==> src/sv/dts_pkg.sv <==
`default_nettype none
// ---------------------------------------------------------------------------
// dts_pkg
// Shared types and constants for the delayed tone scheduler: request and
// result payloads, opcodes, and controller/datapath handshake structs.
// ---------------------------------------------------------------------------
package dts_pkg;

	localparam int unsigned SLOT_COUNT = 8;
	localparam int unsigned SLOT_IDX_W = (SLOT_COUNT > 1) ? $clog2(SLOT_COUNT) : 1;
	localparam int unsigned REM_W      = 26;
	localparam int unsigned US_PER_MS  = 1000;

	typedef enum logic [1:0] {
		OP_QUEUE   = 2'd0,
		OP_ADVANCE = 2'd1,
		OP_CLEAR   = 2'd2,
		OP_UNUSED  = 2'd3
	} opcode_t;

	typedef enum logic {
		CMD_PLAY = 1'b0,
		CMD_STOP = 1'b1
	} command_t;

	typedef struct packed {
		logic [1:0]  opcode;
		logic [2:0]  tone_waveform;
		logic [15:0] tone_frequency;
		logic [15:0] tone_duration;
		logic [9:0]  tone_volume;
		logic [15:0] tone_attack;
		logic [15:0] tone_release;
		logic [15:0] start_delay;
		logic [31:0] elapsed_us;
	} item_t;

	typedef struct packed {
		logic        command;
		logic [2:0]  out_waveform;
		logic [15:0] out_frequency;
		logic [15:0] out_duration;
		logic [9:0]  out_volume;
		logic [15:0] out_attack;
		logic [15:0] out_release;
		logic        last_of_run;
	} result_t;

	// tone payload as kept in a slot
	typedef struct packed {
		logic [2:0]  waveform;
		logic [15:0] frequency;
		logic [15:0] duration;
		logic [9:0]  volume;
		logic [15:0] attack;
		logic [15:0] fade_ms;
	} tone_t;

	typedef struct packed {
		logic load;   // request accepted this cycle
		logic scan;   // process the slot under the scan index
		logic flush;  // emit the held result as last of the run
	} ctrl_cmd_t;

	typedef struct packed {
		logic scan_last;  // scan index sits on the final slot
	} dp_status_t;

endpackage

`default_nettype wire

==> src/sv/delayed_tone_scheduler_top.sv <==
`default_nettype none
// ---------------------------------------------------------------------------
// delayed_tone_scheduler_top
// One-shot tone slot array: queues delayed tones, fires them as time
// advances and emits play or stop-all commands.
//
//   channel   handshake                 payload
//   request   start / busy              item   (item_t)
//   result    result_strobe (1 cycle)   result (result_t)
//   config    cfg_we                    cfg_wdata (audio enable)
//
// Queue, clear and unused requests leave busy low; the result, if any,
// shows in the cycle after acceptance.
// Advance requests raise busy: one slot of the array is examined per
// cycle, then comes a flush state. A firing slot's result is held
// until the next firing slot or the flush state and shows the cycle after.
// Reset frees all slots and sets audio enable to one.
// The receiver cannot stall; each result is valid for exactly one cycle.
// ---------------------------------------------------------------------------
module delayed_tone_scheduler_top
	import dts_pkg::*;
(
	input  wire logic  clk,
	input  wire logic  arst_n,
	input  wire logic  start,
	output logic       busy,
	input  wire item_t item,
	input  wire logic  cfg_we,
	input  wire logic  cfg_wdata,
	output logic       result_strobe,
	output result_t    result
);

	ctrl_cmd_t  cmd;
	dp_status_t status;

	dts_ctrl u_ctrl (
		.clk    (clk),
		.arst_n (arst_n),
		.start  (start),
		.opcode (item.opcode),
		.status (status),
		.busy   (busy),
		.cmd    (cmd)
	);

	dts_datapath u_datapath (
		.clk           (clk),
		.arst_n        (arst_n),
		.cmd           (cmd),
		.item          (item),
		.cfg_we        (cfg_we),
		.cfg_wdata     (cfg_wdata),
		.status        (status),
		.result        (result),
		.result_strobe (result_strobe)
	);

endmodule

`default_nettype wire

==> src/sv/dts_ctrl.sv <==
`default_nettype none
// ---------------------------------------------------------------------------
// dts_ctrl
// Controller for the tone scheduler: accepts requests and sequences the
// slot scan for advance requests.
// ---------------------------------------------------------------------------
module dts_ctrl
	import dts_pkg::*;
(
	input  wire logic       clk,
	input  wire logic       arst_n,
	input  wire logic       start,
	input  wire logic [1:0] opcode,
	input  wire dp_status_t status,
	output logic            busy,
	output ctrl_cmd_t       cmd
);

	typedef enum logic [2:0] {
		S_IDLE  = 3'b001,
		S_SCAN  = 3'b010,
		S_FLUSH = 3'b100
	} state_t;

	state_t state_q, state_d;

	assign busy = (state_q != S_IDLE);

	always_comb begin
		cmd       = '0;
		cmd.load  = start && (state_q == S_IDLE);
		cmd.scan  = (state_q == S_SCAN);
		cmd.flush = (state_q == S_FLUSH);
	end

	always_comb begin
		state_d = state_q;
		unique case (state_q)
			S_IDLE: begin
				if (start && opcode == OP_ADVANCE) begin
					state_d = S_SCAN;
				end
			end
			S_SCAN: begin
				if (status.scan_last) begin
					state_d = S_FLUSH;
				end
			end
			S_FLUSH: begin
				state_d = S_IDLE;
			end
			default: begin
				state_d = S_IDLE;
			end
		endcase
	end

	always_ff @(posedge clk or negedge arst_n) begin
		if (!arst_n) begin
			state_q <= S_IDLE;
		end else begin
			state_q <= state_d;
		end
	end

	a_flush_returns: assert property (@(posedge clk) disable iff (!arst_n)
		state_q == S_FLUSH |=> state_q == S_IDLE)
		else $error("flush did not return to idle");

	a_scan_ends: assert property (@(posedge clk) disable iff (!arst_n)
		(state_q == S_SCAN && status.scan_last) |=> state_q == S_FLUSH)
		else $error("scan did not end on the final slot");

endmodule

`default_nettype wire

==> src/sv/dts_datapath.sv <==
`default_nettype none
// ---------------------------------------------------------------------------
// dts_datapath
// Slot storage, enable register, scan index, held result and the result
// register of the tone scheduler.
// ---------------------------------------------------------------------------
module dts_datapath
	import dts_pkg::*;
(
	input  wire logic      clk,
	input  wire logic      arst_n,
	input  wire ctrl_cmd_t cmd,
	input  wire item_t     item,
	input  wire logic      cfg_we,
	input  wire logic      cfg_wdata,
	output dp_status_t     status,
	output result_t        result,
	output logic           result_strobe
);

	localparam logic [SLOT_IDX_W-1:0] LAST_IDX = SLOT_IDX_W'(SLOT_COUNT - 1);

	logic                  enable_q;
	logic [SLOT_COUNT-1:0] active_q;
	logic [REM_W-1:0]      rem_q  [SLOT_COUNT];
	tone_t                 tone_q [SLOT_COUNT];
	logic [SLOT_IDX_W-1:0] idx_q;
	logic [31:0]           elapsed_q;
	tone_t                 hold_q;
	logic                  hold_valid_q;
	logic                  strobe_q;
	result_t               result_q;

	tone_t                 in_tone;
	logic                  any_free;
	logic [SLOT_IDX_W-1:0] free_idx;
	logic [REM_W-1:0]      rem_init;
	logic                  store;
	logic                  cur_active;
	logic                  cur_due;
	logic                  fire;
	logic                  emit;
	result_t               emit_res;

	assign in_tone = '{waveform:   item.tone_waveform,
	                   frequency:  item.tone_frequency,
	                   duration:   item.tone_duration,
	                   volume:     item.tone_volume,
	                   attack:     item.tone_attack,
	                   fade_ms:    item.tone_release};

	assign rem_init = REM_W'(32'(item.start_delay) * 32'(US_PER_MS));

	// lowest free slot
	always_comb begin
		any_free = 1'b0;
		free_idx = '0;
		for (int i = SLOT_COUNT - 1; i >= 0; i--) begin
			if (!active_q[i]) begin
				any_free = 1'b1;
				free_idx = SLOT_IDX_W'(i);
			end
		end
	end

	assign store = cmd.load && item.opcode == OP_QUEUE && enable_q
	               && item.start_delay != '0 && any_free;

	assign cur_active = active_q[idx_q];
	assign cur_due    = 32'(rem_q[idx_q]) <= elapsed_q;
	assign fire       = cmd.scan && cur_active && cur_due;

	assign status.scan_last = (idx_q == LAST_IDX);

	function automatic result_t tone_result(tone_t t, logic last);
		result_t r;
		r.command       = CMD_PLAY;
		r.out_waveform  = t.waveform;
		r.out_frequency = t.frequency;
		r.out_duration  = t.duration;
		r.out_volume    = t.volume;
		r.out_attack    = t.attack;
		r.out_release   = t.fade_ms;
		r.last_of_run   = last;
		return r;
	endfunction

	always_comb begin
		emit     = 1'b0;
		emit_res = tone_result(hold_q, 1'b1);
		priority if (cmd.load) begin
			if (enable_q && item.opcode == OP_QUEUE && item.start_delay == '0) begin
				emit     = 1'b1;
				emit_res = tone_result(in_tone, 1'b1);
			end else if (enable_q && item.opcode == OP_CLEAR) begin
				emit             = 1'b1;
				emit_res         = '0;
				emit_res.command = CMD_STOP;
				emit_res.last_of_run = 1'b1;
			end
		end else if (fire) begin
			// a later firing slot releases the held one as not last
			emit     = enable_q && hold_valid_q;
			emit_res = tone_result(hold_q, 1'b0);
		end else if (cmd.flush) begin
			emit     = hold_valid_q;
			emit_res = tone_result(hold_q, 1'b1);
		end else begin
			emit     = 1'b0;
		end
	end

	always_ff @(posedge clk or negedge arst_n) begin
		if (!arst_n) begin
			enable_q     <= 1'b1;
			active_q     <= '0;
			idx_q        <= '0;
			hold_valid_q <= 1'b0;
			strobe_q     <= 1'b0;
		end else begin
			strobe_q <= emit;
			if (cfg_we) begin
				enable_q <= cfg_wdata;
			end
			if (cmd.load) begin
				idx_q <= '0;
				if (item.opcode == OP_CLEAR) begin
					active_q <= '0;
				end else if (store) begin
					active_q[free_idx] <= 1'b1;
				end
			end else if (cmd.scan) begin
				if (!status.scan_last) begin
					idx_q <= idx_q + SLOT_IDX_W'(1);
				end
				if (fire) begin
					active_q[idx_q] <= 1'b0;
					hold_valid_q    <= enable_q;
				end
			end else if (cmd.flush) begin
				hold_valid_q <= 1'b0;
			end
		end
	end

	always_ff @(posedge clk) begin
		if (cmd.load) begin
			elapsed_q <= item.elapsed_us;
		end
		if (store) begin
			rem_q[free_idx]  <= rem_init;
			tone_q[free_idx] <= in_tone;
		end
		if (fire) begin
			hold_q <= tone_q[idx_q];
		end else if (cmd.scan && cur_active) begin
			rem_q[idx_q] <= rem_q[idx_q] - elapsed_q[REM_W-1:0];
		end
		if (emit) begin
			result_q <= emit_res;
		end
	end

	assign result        = result_q;
	assign result_strobe = strobe_q;

	a_stop_is_last: assert property (@(posedge clk) disable iff (!arst_n)
		(strobe_q && result_q.command == CMD_STOP) |-> result_q.last_of_run)
		else $error("stop-all result not marked last");

	a_flush_drains: assert property (@(posedge clk) disable iff (!arst_n)
		cmd.flush |=> !hold_valid_q)
		else $error("held result survived the flush");

endmodule

`default_nettype wire
==> config.mk <==
export PLATFORM = sky130hd
export DESIGN_NAME = delayed_tone_scheduler_top
export DESIGN_NICKNAME = d
export VERILOG_FILES = /design/src/sv/dts_pkg.sv /design/src/sv/delayed_tone_scheduler_top.sv /design/src/sv/dts_ctrl.sv /design/src/sv/dts_datapath.sv
export SDC_FILE = /design/constraint.sdc
export NUM_CORES = 1
export LEC_CHECK = 0
export ABC_AREA = 0
export BUFFER_PORTS_ARGS = -buffer_cell sky130_fd_sc_hd__buf_2
export CELL_PAD_IN_SITES_DETAIL_PLACEMENT = 0
export CELL_PAD_IN_SITES_GLOBAL_PLACEMENT = 1
export CORE_MARGIN = 1
export CORE_UTILIZATION = 30
export CTS_CLUSTER_SIZE = 14
export DETAILED_ROUTE_END_ITERATION = 8
export PLACE_DENSITY_LB_ADDON = 0.1
export SYNTH_ARGS = -nofsm -noshare
export SYNTH_HDL_FRONTEND = slang
export SYNTH_SLANG_ARGS = --single-unit
==> constraint.sdc <==
create_clock -name clk -period 13.05 [get_ports clk]
set_input_delay 1.305 -clock clk [delete_from_list [all_inputs] [get_ports clk]]
set_output_delay 1.305 -clock clk [all_outputs]
set_load 0.01 [all_outputs]
# == Word-level counts from Yosys, hierarchy flattened ==
# Memory sizes are Yosys's and may differ from the RTL's. A register that Yosys moved wholly into a read port is not among the register bits.
# Index checks and enable logic that the tools add are counted.
# word_totals
reg_bits,128
latch_bits,0
ramBits,824
romBits,0
input_bits,132
output_inout_bits,81
wordCells,119
memories,2
# memory_table
memory,words,width,read_ports,rd_ports_with_merged_regs,wr,line_no,text
u_datapath.tone_q,8,77,1,1,1,dts_datapath.sv:26,tone_t tone_q [SLOT_COUNT];
u_datapath.rem_q,8,26,1,0,1,dts_datapath.sv:25,logic [REM_W-1:0] rem_q [SLOT_COUNT];
# classes
addsub,2
mul,1
n_div,0
n_lt_le_gt_ge,5
n_eq_ne,12
n_shift,0
mux,53
bitwise_logic,4
n_reduce_logical,25
# op_table
cell,n
$mux W79,3
$mux W3,14
$mux W8,5
$le A26 B32 Y1,1
$mux W1,26
$mux W26,1
$reduce_or A26 Y1,1
$sub A26 B26 Y26,1
$mul A16 B7 Y23 const B,1
$logic_not A16 Y1,1
$reduce_bool A16 Y1,1
$logic_and A1 B1 Y1,14
$and A8 B8 Y8,1
$lt A3 B4 Y1 const B,2
$not A8 Y8,1
$or A8 B8 Y8,1
$demux W1 S3,2
$eq A3 B3 Y1 const B,2
$ge A3 B1 Y1 const B,2
$ne A2 B2 Y1 const B,3
$pmux W3 S2,1
$reduce_and A3 Y1,2
$reduce_bool A2 Y1,3
$reduce_and A2 Y1,2
other kinds (11),11

# == Depth between registers and ports, before layout ==
# Gate-level depths: netlist of the first run.
# logic_depth
depth_word,16
ltp_mapped,20
depth_no_buf,18

# == Modules after synthesis ==
# Synthesis of the first run repeated with hierarchy kept, for this count alone.
# unflattened
hier_cells,2954
area_unflattened_um2,43176.4
# by_module_without_submodules
mod,instances,cells_each,area_each_um2,seq_area_each_um2
dts_datapath,1,2942,43023.8,30740.7
dts_ctrl,1,12,152.6,76.3

# == Worst setup path after synthesis of the first run ==
# Ideal clock, no wire load.
# synth_path
kind,input port to flip-flop
startpoint,in item[40] (netlist name)
endpoint,mem u_datapath.tone_q[6][0] (netlist name) (enable)
t_arrival_ps,9423
required_ps,12348
path_slack_ps,2926
stages,7
path_cell_list,inv_1 -> ha_1 -> nand4_1 -> nor2_1 -> a31oi_1 -> nand2_1 -> nor4_1
# synth_via
elab_chain_len,5
# synth_rtl
item,line_no,text
start: declaration,delayed_tone_scheduler_top.sv:27,"input wire item_t item,"
$reduce_bool A16 Y1,dts_datapath.sv:67,&& item.start_delay != '0 && any_free;
$logic_and A1 B1 Y1 (2 in series),dts_datapath.sv:67,
$mux W1,dts_datapath.sv:150,if (store) begin
$mux W1 (not written as such),dts_datapath.sv:152,tone_q[free_idx] <= in_tone;
end: declaration,dts_datapath.sv:26,
# Every way passes these cells.

# == Final worst setup path of the first run ==
# layout_path
startpoint,reg u_datapath.idx_q[2]
endpoint,"reg u_datapath.result_q, in the netlist u_datapath.result[18] (enable)"
# layout_via
elab_chain_len,6
# layout_rtl
item,line_no,text
start: declaration,dts_datapath.sv:27,logic [SLOT_IDX_W-1:0] idx_q;
start signal: assignment,dts_datapath.sv:134,idx_q <= idx_q + SLOT_IDX_W'(1);
branches (longest 3 deep; another with $le A26 B32 Y1),n/a,
$logic_and A1 B1 Y1 (*),dts_datapath.sv:71,assign fire = cmd.scan && cur_active && cur_due;
$mux W1 (*),dts_datapath.sv:101,end else if (fire) begin
$mux W1 (*),dts_datapath.sv:91,priority if (cmd.load) begin
net u_datapath.emit,dts_datapath.sv:42,logic emit;
end signal: assignment,dts_datapath.sv:160,result_q <= emit_res;
end: declaration,dts_datapath.sv:32,result_t result_q;
# Mark *: on every way through the listed nets, which the timed path passes. The select of a mux whose other input is x is not followed.
# A chain may end at the register's enable or synchronous reset.

==> results of run 1 <==
==> cell type report <==
type                            instances  area share, %
Sequential cell                      1029           63.7
Clock buffer                          133           6.04
Multi-Input combinational cell       1295           20.6
Timing Repair Buffer                  260           2.94
Tap cell                             1794           4.64
Inverter                              117          0.923
Antenna cell                            3         0.0155
Clock inverter                         79           1.21
==> registers in the layout (all words and copies together), names as in the netlist <==
signal                    cells
u_ctrl.state_q                3
u_datapath.active_q           8
u_datapath.elapsed_q         32
u_datapath.enable_q           1
u_datapath.hold_q            77
u_datapath.hold_valid_q       1
u_datapath.idx_q              3
u_datapath.rem_q            208
u_datapath.result            79
u_datapath.result_strobe      1
u_datapath.tone_q           616
==> worst min-delay path: stages, from the launching register on <==
cell      delay, ns
edfxtp_1       0.32
nand3_1        0.06
nand2_1        0.06
==> metrics by stage <==
step	cell area, sq um	utilization [%]	total power, mW	std cells
2_1_floorplan	41500	-	4.86	2563
3_3_place_gp	44900	32.7	5.31	4495
3_5_place_dp	44900	32.7	5.33	4495
4_1_cts	48400	35.2	8.39	4707
5_1_grt	48400	35.2	8.66	4707
6_report	48400	35.2	8.26	4710
==> layer usage <==
layer  vias up  part of all wire (%)  wire length (um)
li1      10629                     -                 -
met1     12485                    45             55200
met2       620                    49             59800
met3       160                   4.8              5920
met4         6                   1.8              2250
met5         -                 0.028                34
==> power by group <==
group | switching [mW] | total [mW] | internal [mW]
clock | 1.33 | 3.03 | 1.70
combinational | 0.831 | 1.24 | 0.407
sequential | 0.0151 | 3.98 | 3.97
==> cell families after synthesis <==
family / count (synthesis)
flip-flops: 1029
AO/OA/AOI/OAI: 543
AND/OR/NAND/NOR: 520
buffers and inverters: 239
adder cells (fa/ha/maj): 144
multiplexers: 48
XOR/XNOR: 40
==> cells in the mapped netlist, drive strengths merged (4+ instances only) <==
library cell  number
a211o              4
a21o              21
a21oi             49
a221o              4
a221oi             4
a22o               6
a22oi            351
a311oi             6
a31oi              8
and2               6
and3               8
buf               30
clkbuf            92
dfrtp             15
edfxtp          1012
fa                55
ha                89
inv              116
mux2              18
mux2i             12
mux4              18
nand2            221
nand2b             6
nand3             93
nand4             93
nor2              54
nor2b              9
nor3              10
o211ai             7
o21ai             42
o21bai             7
o31ai              4
or3                7
xnor2             26
xor2              14
==> worst max-delay path by stage <==
stage	cells after the start	slack (ns)	end	start
floorplan	7	2.93	u_datapath.tone_q[6][0]	item[40]
global placement	19	6.23	u_datapath.rem_q[7][14]	u_datapath.idx_q[1]
detailed placement	16	6.06	u_datapath.result[25]	u_datapath.idx_q[0]
CTS	16	6.02	u_datapath.result[18]	u_datapath.idx_q[0]
global route	16	5.65	u_datapath.result[18]	u_datapath.idx_q[0]
finish	18	6.13	u_datapath.result[18]	u_datapath.idx_q[2]
==> implementation parameters, run 1 <==
Parameter                              Value

Cells and area
  Fraction of layout cells with a size suffix above 1    17.3%
  Area Growth Syn to Fin    16.5%
  Storage cell area    0.0308 sq mm
  Post-layout net count    3092
  Commonest cells after routing, fill and taps aside    edfxtp_1, a22oi_1, nand2_1
  Total of fill cells in the finished design    13073
  Commonest non-fill, non-tap cell in the layout    edfxtp_1
  Area of the multi-input gates    0.00995 sq mm

Yosys
  Proportion of synthesized area in mux cells    1.77%
  Adder-cell share of the synthesized area    5.33%
  Number of cells produced by synthesis    2563
  Synth area leaders    edfxtp_1, a22oi_1, ha_1
  Post-synthesis net count    2839
  Synth unique cells    81
  Synthesized-area fraction occupied by xor and xnor cells    0.844%
  Warning count from the yosys run    0
  Area of the mapped netlist    0.0415 sq mm
  Mean cell area of the mapped netlist    16.2 sq um
  Flip-flop and latch count after synthesis    1029
  Combinational family with the most area after synthesis    compound AO/OA/AOI/OAI gates
  Fraction of registers with async set/reset    1.65%
  Top flip-flop cell by instance count after synthesis    edfxtp_1
  Sequential share of the synthesized area    74.2%
  Complex-gate fraction of the synthesized area    9.62%
  Largest area contributor in the synthesized netlist    edfxtp_1
  Simple-Gate Fraction of Synth Area    5.97%
  EDFF count, synth    1012
  Synth top area share    73.2%

STA
  Clock tree skew after final layout    0.0282 ns
  Hold Worst Slack    0.524 ns
  Final worst setup slack    6.13 ns
  Unrepaired setup endpoints after global routing    false
  Final critical-path share of the clock period    53.0%
  Setup total negative slack    0 ns
  Final-report hold violation count    0
  Post-layout min period    6.92 ns
  Transition time at the pin with the least slew margin    1.17 ns
  Finish-stage setup viols    0
  Count of pins over their slew limit    0
  Relative slew slack    21.9%
  Maximum clock rate    144 MHz

Worst setup path
  Critical path data required time    13.40 ns
  Type of element capturing the critical path    register
  Maximum fanout encountered on the critical timing path    50
  Buffers plus inverters on the worst setup path    5
  Worst path most repeated cell    buf_4
  Endpoint arrival time on the critical path    7.27 ns
  Setup CP Type    reg2reg
  Worst stage delay on the critical path    0.77 ns
  Crit path launch type    register
  Slack of the worst reg-to-reg path    6.13 ns
  Reg-to-reg critical path endpoint    u_datapath.result[18]
  Slowest stage cell on the critical path    buf_4
  Kind of cell with the highest combined delay on the critical path    buffers and inverters
  Critical register-to-register path startpoint    u_datapath.idx_q[2]
  Worst r2r path cells    18
  Critical-path cell list    buf_4 -> nor2b_1 -> nor2b_4 -> buf_4 -> a221oi_1 -> and3_1 -> ha_1 -> inv_1 -> fa_1 -> a211oi_2 -> o21bai_2 -> a2111oi_4 -> o31ai_2 -> o2111ai_2 -> nand2_2 -> o2111ai_4 -> buf_4 -> buf_4

Placement
  Half-perimeter wire length after detailed placement    68700 um
  Last weighted congestion value of the routability-driven placer    0.773
  Pre-CTS WS    6.06 ns
  Count of buffers inserted at the top-level ports    212

CTS
  Clk slew on worst S/H paths    0.06 ns
  Postcts setup bufs    0
  CTS max path bufs    3
  Clk_lat worst skew    0.73 ns
  Number of gates resized after cts    0
  Number of levels the H-tree was split into    3
  Clk sink count    1029
  Hold buffer count at cts    0
  CTS tree    built
  Number of CTS-inserted buffers    113
  Clock tree root buffer cell    clkbuf_16

Floorplanning
  Floorplan row count    136
  Floorplan die width    374 um
  Area inside the core boundary    0.137 sq mm
  Height of the die    374 um
  Starting density of the core    30.2%
  Die Footprint    0.140 sq mm
  Io pins    213

Drt
  Ratio of routed vias to standard cells    5.07
  DR pass1 iterations    5
  1st-iter DRT viols    1673
  Post-DR wirelength/cell    26.2 um
  Post-route antenna net violation count    0
  Via count    23900
  Remaining design rule violation count    0
  Total routed wirelength    123000 um

Global route
  Global-route met1 utilization    23.8%
  Routing usage on met3    2.95%
  Most congested layer reported by global routing    met2
  Global Route met2 Usage    29.4%
  Tot GR Track Use    17.6%
  Overflow after GRT    0
  Number of antenna violations at the first check in global routing    10
  Pin count of the biggest net entering global routing    55
  Global-route wire length before repair    179000 um
  Vias in the first global route    24985

Flow run
  Number of max-cap violations    0

Power and ir drop
  Power per unit of standard cell area    171 mW/mm^2
  Worst VDD drop    0.107 mV
  Leakage power total    16.4 nW

Min path
  Worst Min Path Start    u_datapath.hold_q[0]
  Hold crit path type    reg2reg
  Worst-case hold path end point    u_datapath.result[1]
  Cells on Worst Hold Path    2

Run status
  Result of the run    finished, final reports clean
Power figures use the tool's default switching activity.
==> inputs of run 2 (changes only) <==
--- a/config.mk
+++ b/config.mk
@@ -5,7 +5,7 @@
 export SDC_FILE = /design/constraint.sdc
 export NUM_CORES = 1
 export LEC_CHECK = 0
-export ABC_AREA = 0
+export ABC_AREA = 1
 export BUFFER_PORTS_ARGS = -buffer_cell sky130_fd_sc_hd__buf_2
 export CELL_PAD_IN_SITES_DETAIL_PLACEMENT = 0
 export CELL_PAD_IN_SITES_GLOBAL_PLACEMENT = 1
==> constraint.sdc (replaced) <==
create_clock -name clk -period 6.7 [get_ports clk]
set_input_delay 0.67 -clock clk [delete_from_list [all_inputs] [get_ports clk]]
set_output_delay 0.67 -clock clk [all_outputs]
set_load 0.01 [all_outputs]
==> implementation parameters, run 2 <==
Parameter                              Value

Floorplanning
  Die Footprint    0.142 sq mm
  Io pins    213
  Floorplan row count    136
  Area inside the core boundary    0.138 sq mm
  Height of the die    376 um
  Floorplan die width    376 um
  Starting density of the core    30.4%

Yosys
  Flip-flop and latch count after synthesis    1029
  Cell with the most instances after synthesis    edfxtp_1
  Synth top area share    72.3%
  Top flip-flop cell by instance count after synthesis    edfxtp_1
  EDFF count, synth    1012
  Warning count from the yosys run    0
  Area of the mapped netlist    0.0420 sq mm
  Sequential share of the synthesized area    73.3%
  Synth area leaders    edfxtp_1, nand2_1, ha_1
  Largest area contributor in the synthesized netlist    edfxtp_1
  Number of cells produced by synthesis    2822
  Commonest cells in the synthesized netlist    edfxtp_1, nand2_1, inv_1
  Synth unique cells    51
  Post-synthesis net count    3098
  Mean cell area of the mapped netlist    14.9 sq um
  Fraction of registers with async set/reset    1.65%

STA
  Hold Worst Slack    0.114 ns
  Unrepaired setup endpoints after global routing    false
  Maximum clock rate    177 MHz
  Setup total negative slack    0 ns
  Final critical-path share of the clock period    84.1%
  Finish-stage setup viols    0
  Post-layout min period    5.63 ns
  Count of pins over their slew limit    0
  Final-report hold violation count    0
  Clock tree skew after final layout    0.0562 ns
  Transition time at the pin with the least slew margin    1.13 ns
  Final worst setup slack    1.07 ns
  Relative slew slack    24.2%

Placement
  Half-perimeter wire length after detailed placement    71400 um
  Last weighted congestion value of the routability-driven placer    0.822
  Count of buffers inserted at the top-level ports    212
  Pre-CTS WS    0.993 ns

Power and ir drop
  Power per unit of standard cell area    397 mW/mm^2
  Sw Ratio    33.2%
  Clock power share    31.4%
  Net switching power of the design    6.48 mW
  Reg power frac    41.2%
  Internal power    13.1 mW
  Worst VDD drop    0.253 mV
  Combinational fraction of design power    27.4%
  Leakage power total    17.1 nW

Global route
  Overflow after GRT    0
  Global-route met1 utilization    22.9%
  Global Route met2 Usage    29.8%
  Global-route wire length before repair    181000 um
  Pin count of the biggest net entering global routing    78
  Tot GR Track Use    17.5%
  Vias in the first global route    26353
  Number of antenna violations at the first check in global routing    11
  Most congested layer reported by global routing    met2
  Routing usage on met3    2.99%

Cells and area
  Most flop-heavy register    u_datapath.tone_q
  Flip-flop count of the largest register after layout    616
  Core Util, Final    35.6%
  Total of fill cells in the finished design    13268
  Commonest non-fill, non-tap cell in the layout    edfxtp_1
  Area Growth Syn to Fin    17.1%
  Commonest cells after routing, fill and taps aside    edfxtp_1, nand2_1, buf_2
  Fraction of layout cells with a size suffix above 1    15.4%
  Area of the multi-input gates    0.00998 sq mm
  Storage cell area    0.0308 sq mm
  Post-layout net count    3365

CTS
  CTS tree    built
  Number of CTS-inserted buffers    113
  Clock tree root buffer cell    clkbuf_16
  Number of gates resized after cts    0
  Clk slew on worst S/H paths    0.06 ns
  Clk_lat worst skew    0.73 ns
  Clk sink count    1029
  Number of levels the H-tree was split into    3
  CTS max path bufs    3

Flow run
  Number of max-cap violations    0

Drt
  Ratio of routed vias to standard cells    4.96
  Post-DR wirelength/cell    24.8 um
  DR pass1 iterations    7
  Remaining design rule violation count    0
  1st-iter DRT viols    1789
  Via count    25014
  Total routed wirelength    125000 um
  Post-route antenna net violation count    0

Worst setup path
  Critical register-to-register path startpoint    u_datapath.idx_q[0]
  Endpoint arrival time on the critical path    6.00 ns
  Slack of the worst reg-to-reg path    1.07 ns
  Type of element capturing the critical path    register
  Critical-path cell list    inv_1 -> nand3_1 -> inv_4 -> buf_4 -> a22oi_1 -> nand4_1 -> fa_1 -> nand3_1 -> nand3_1 -> nand2_1 -> nand2_2 -> nand2_1 -> nand2_2 -> nand2_2 -> nand2_4 -> nand3_4 -> buf_4 -> o21ai_0
  Reg-to-reg critical path endpoint    u_datapath.rem_q[2][16]
  Kind of cell with the highest combined delay on the critical path    simple AND/OR/NAND/NOR gates
  Critical path data required time    7.06 ns
  Crit path launch type    register
  Worst stage delay on the critical path    0.87 ns
  Slowest stage cell on the critical path    o21ai_0
  Buffers plus inverters on the worst setup path    4
  Setup CP Type    reg2reg
  Worst r2r path cells    18
  Maximum fanout encountered on the critical timing path    38

Min path
  Hold crit path type    in2reg
  Worst-case hold path end point    u_datapath.elapsed_q[17]
  Cells on Worst Hold Path    1
  Worst Min Path Start    item[17]

Run status
  Result of the run    finished, final reports clean
run 2: cell types whose count changed in the layout (fill, tap and decap cells not counted), moves of 33 or more:
cell	delta
a221oi_1	+82
inv_1	+89
nand2_1	+256
a22oi_1	-219
a22o_1	+58
o21ai_0	+33
a32o_1	+77
run 2: power by group through the flow:
| stage | Combinational [mW] | Sequential (mW) | Clock, mW |
|---|---|---|---|
| 3_5_place_dp | 5.47 | 8.19 | 0 |
| 5_1_grt | 6.00 | 8.07 | 6.51 |
| 3_3_place_gp | 5.46 | 8.18 | 0 |
| 4_1_cts | 5.49 | 8.05 | 6.32 |
| 6_report | 5.35 | 8.05 | 6.13 |
| 2_1_floorplan | 3.40 | 8.15 | 0 |
run 2: per-layer routing:
layer / up-vias / wire length, um
li1: 11290 / -
met5: - / 69
met2: 570 / 60900
met1: 12961 / 55100
met3: 181 / 6160
met4: 12 / 2780
run 2: area by class of cell:
class	instances	area share [%]
Antenna cell	1	0.00509
Clock buffer	131	5.97
Clock inverter	76	1.42
Multi-Input combinational cell	1461	20.3
Timing Repair Buffer	270	3.28
Inverter	214	1.67
Tap cell	1863	4.74
Sequential cell	1029	62.6
run 2: cell families (layout without fill, tap and decap cells):
family / count (synthesis) / count (layout) / synth area share [%]
simple gates: 770 / 770 / 8.11
xor+xnor: 35 / 35 / 0.730
fa+ha+maj: 144 / 144 / 5.27
flops: 1029 / 1029 / 73.3
other cells: 0 / 1 / 0
compound gates: 512 / 512 / 9.36
buf+inv: 332 / 691 / 3.17
run 2: repair_timing:
item,in CTS,in global routing
buffers inserted,0,0
hold buffers,1,0
endpoints found under the hold margin,15,0
run 2: worst max path at each step:
| stage | from | to | cells past startpoint |
|---|---|---|---|
| floorplan | start | u_datapath.tone_q[0][0] | 6 |
| global placement | u_datapath.idx_q[0] | u_datapath.result[50] | 21 |
| detailed placement | u_datapath.idx_q[0] | u_datapath.rem_q[0][16] | 18 |
| CTS | u_datapath.idx_q[0] | u_datapath.rem_q[4][15] | 18 |
| global route | u_datapath.idx_q[0] | u_datapath.rem_q[2][16] | 18 |
| finish | u_datapath.idx_q[0] | u_datapath.rem_q[2][16] | 18 |
run 2: worst reg2reg max path, delay by kind of cell (launching register included):
kind / cells / cell delay, ns
and+or+nand+nor: 11 / 1.87
buffers and inverters: 4 / 1.60
AOI/OAI and AO/OA: 2 / 0.97
DFF: 1 / 0.54
adders and majority gates: 1 / 0.28
run 2: stage by stage:
step	instance area (sq um)	instances	power, mW
6_report	49200	5045	19.5
3_5_place_dp	45500	4836	13.7
4_1_cts	49200	5044	19.9
3_3_place_gp	45500	4836	13.6
2_1_floorplan	42000	2822	11.5
5_1_grt	49200	5044	20.6
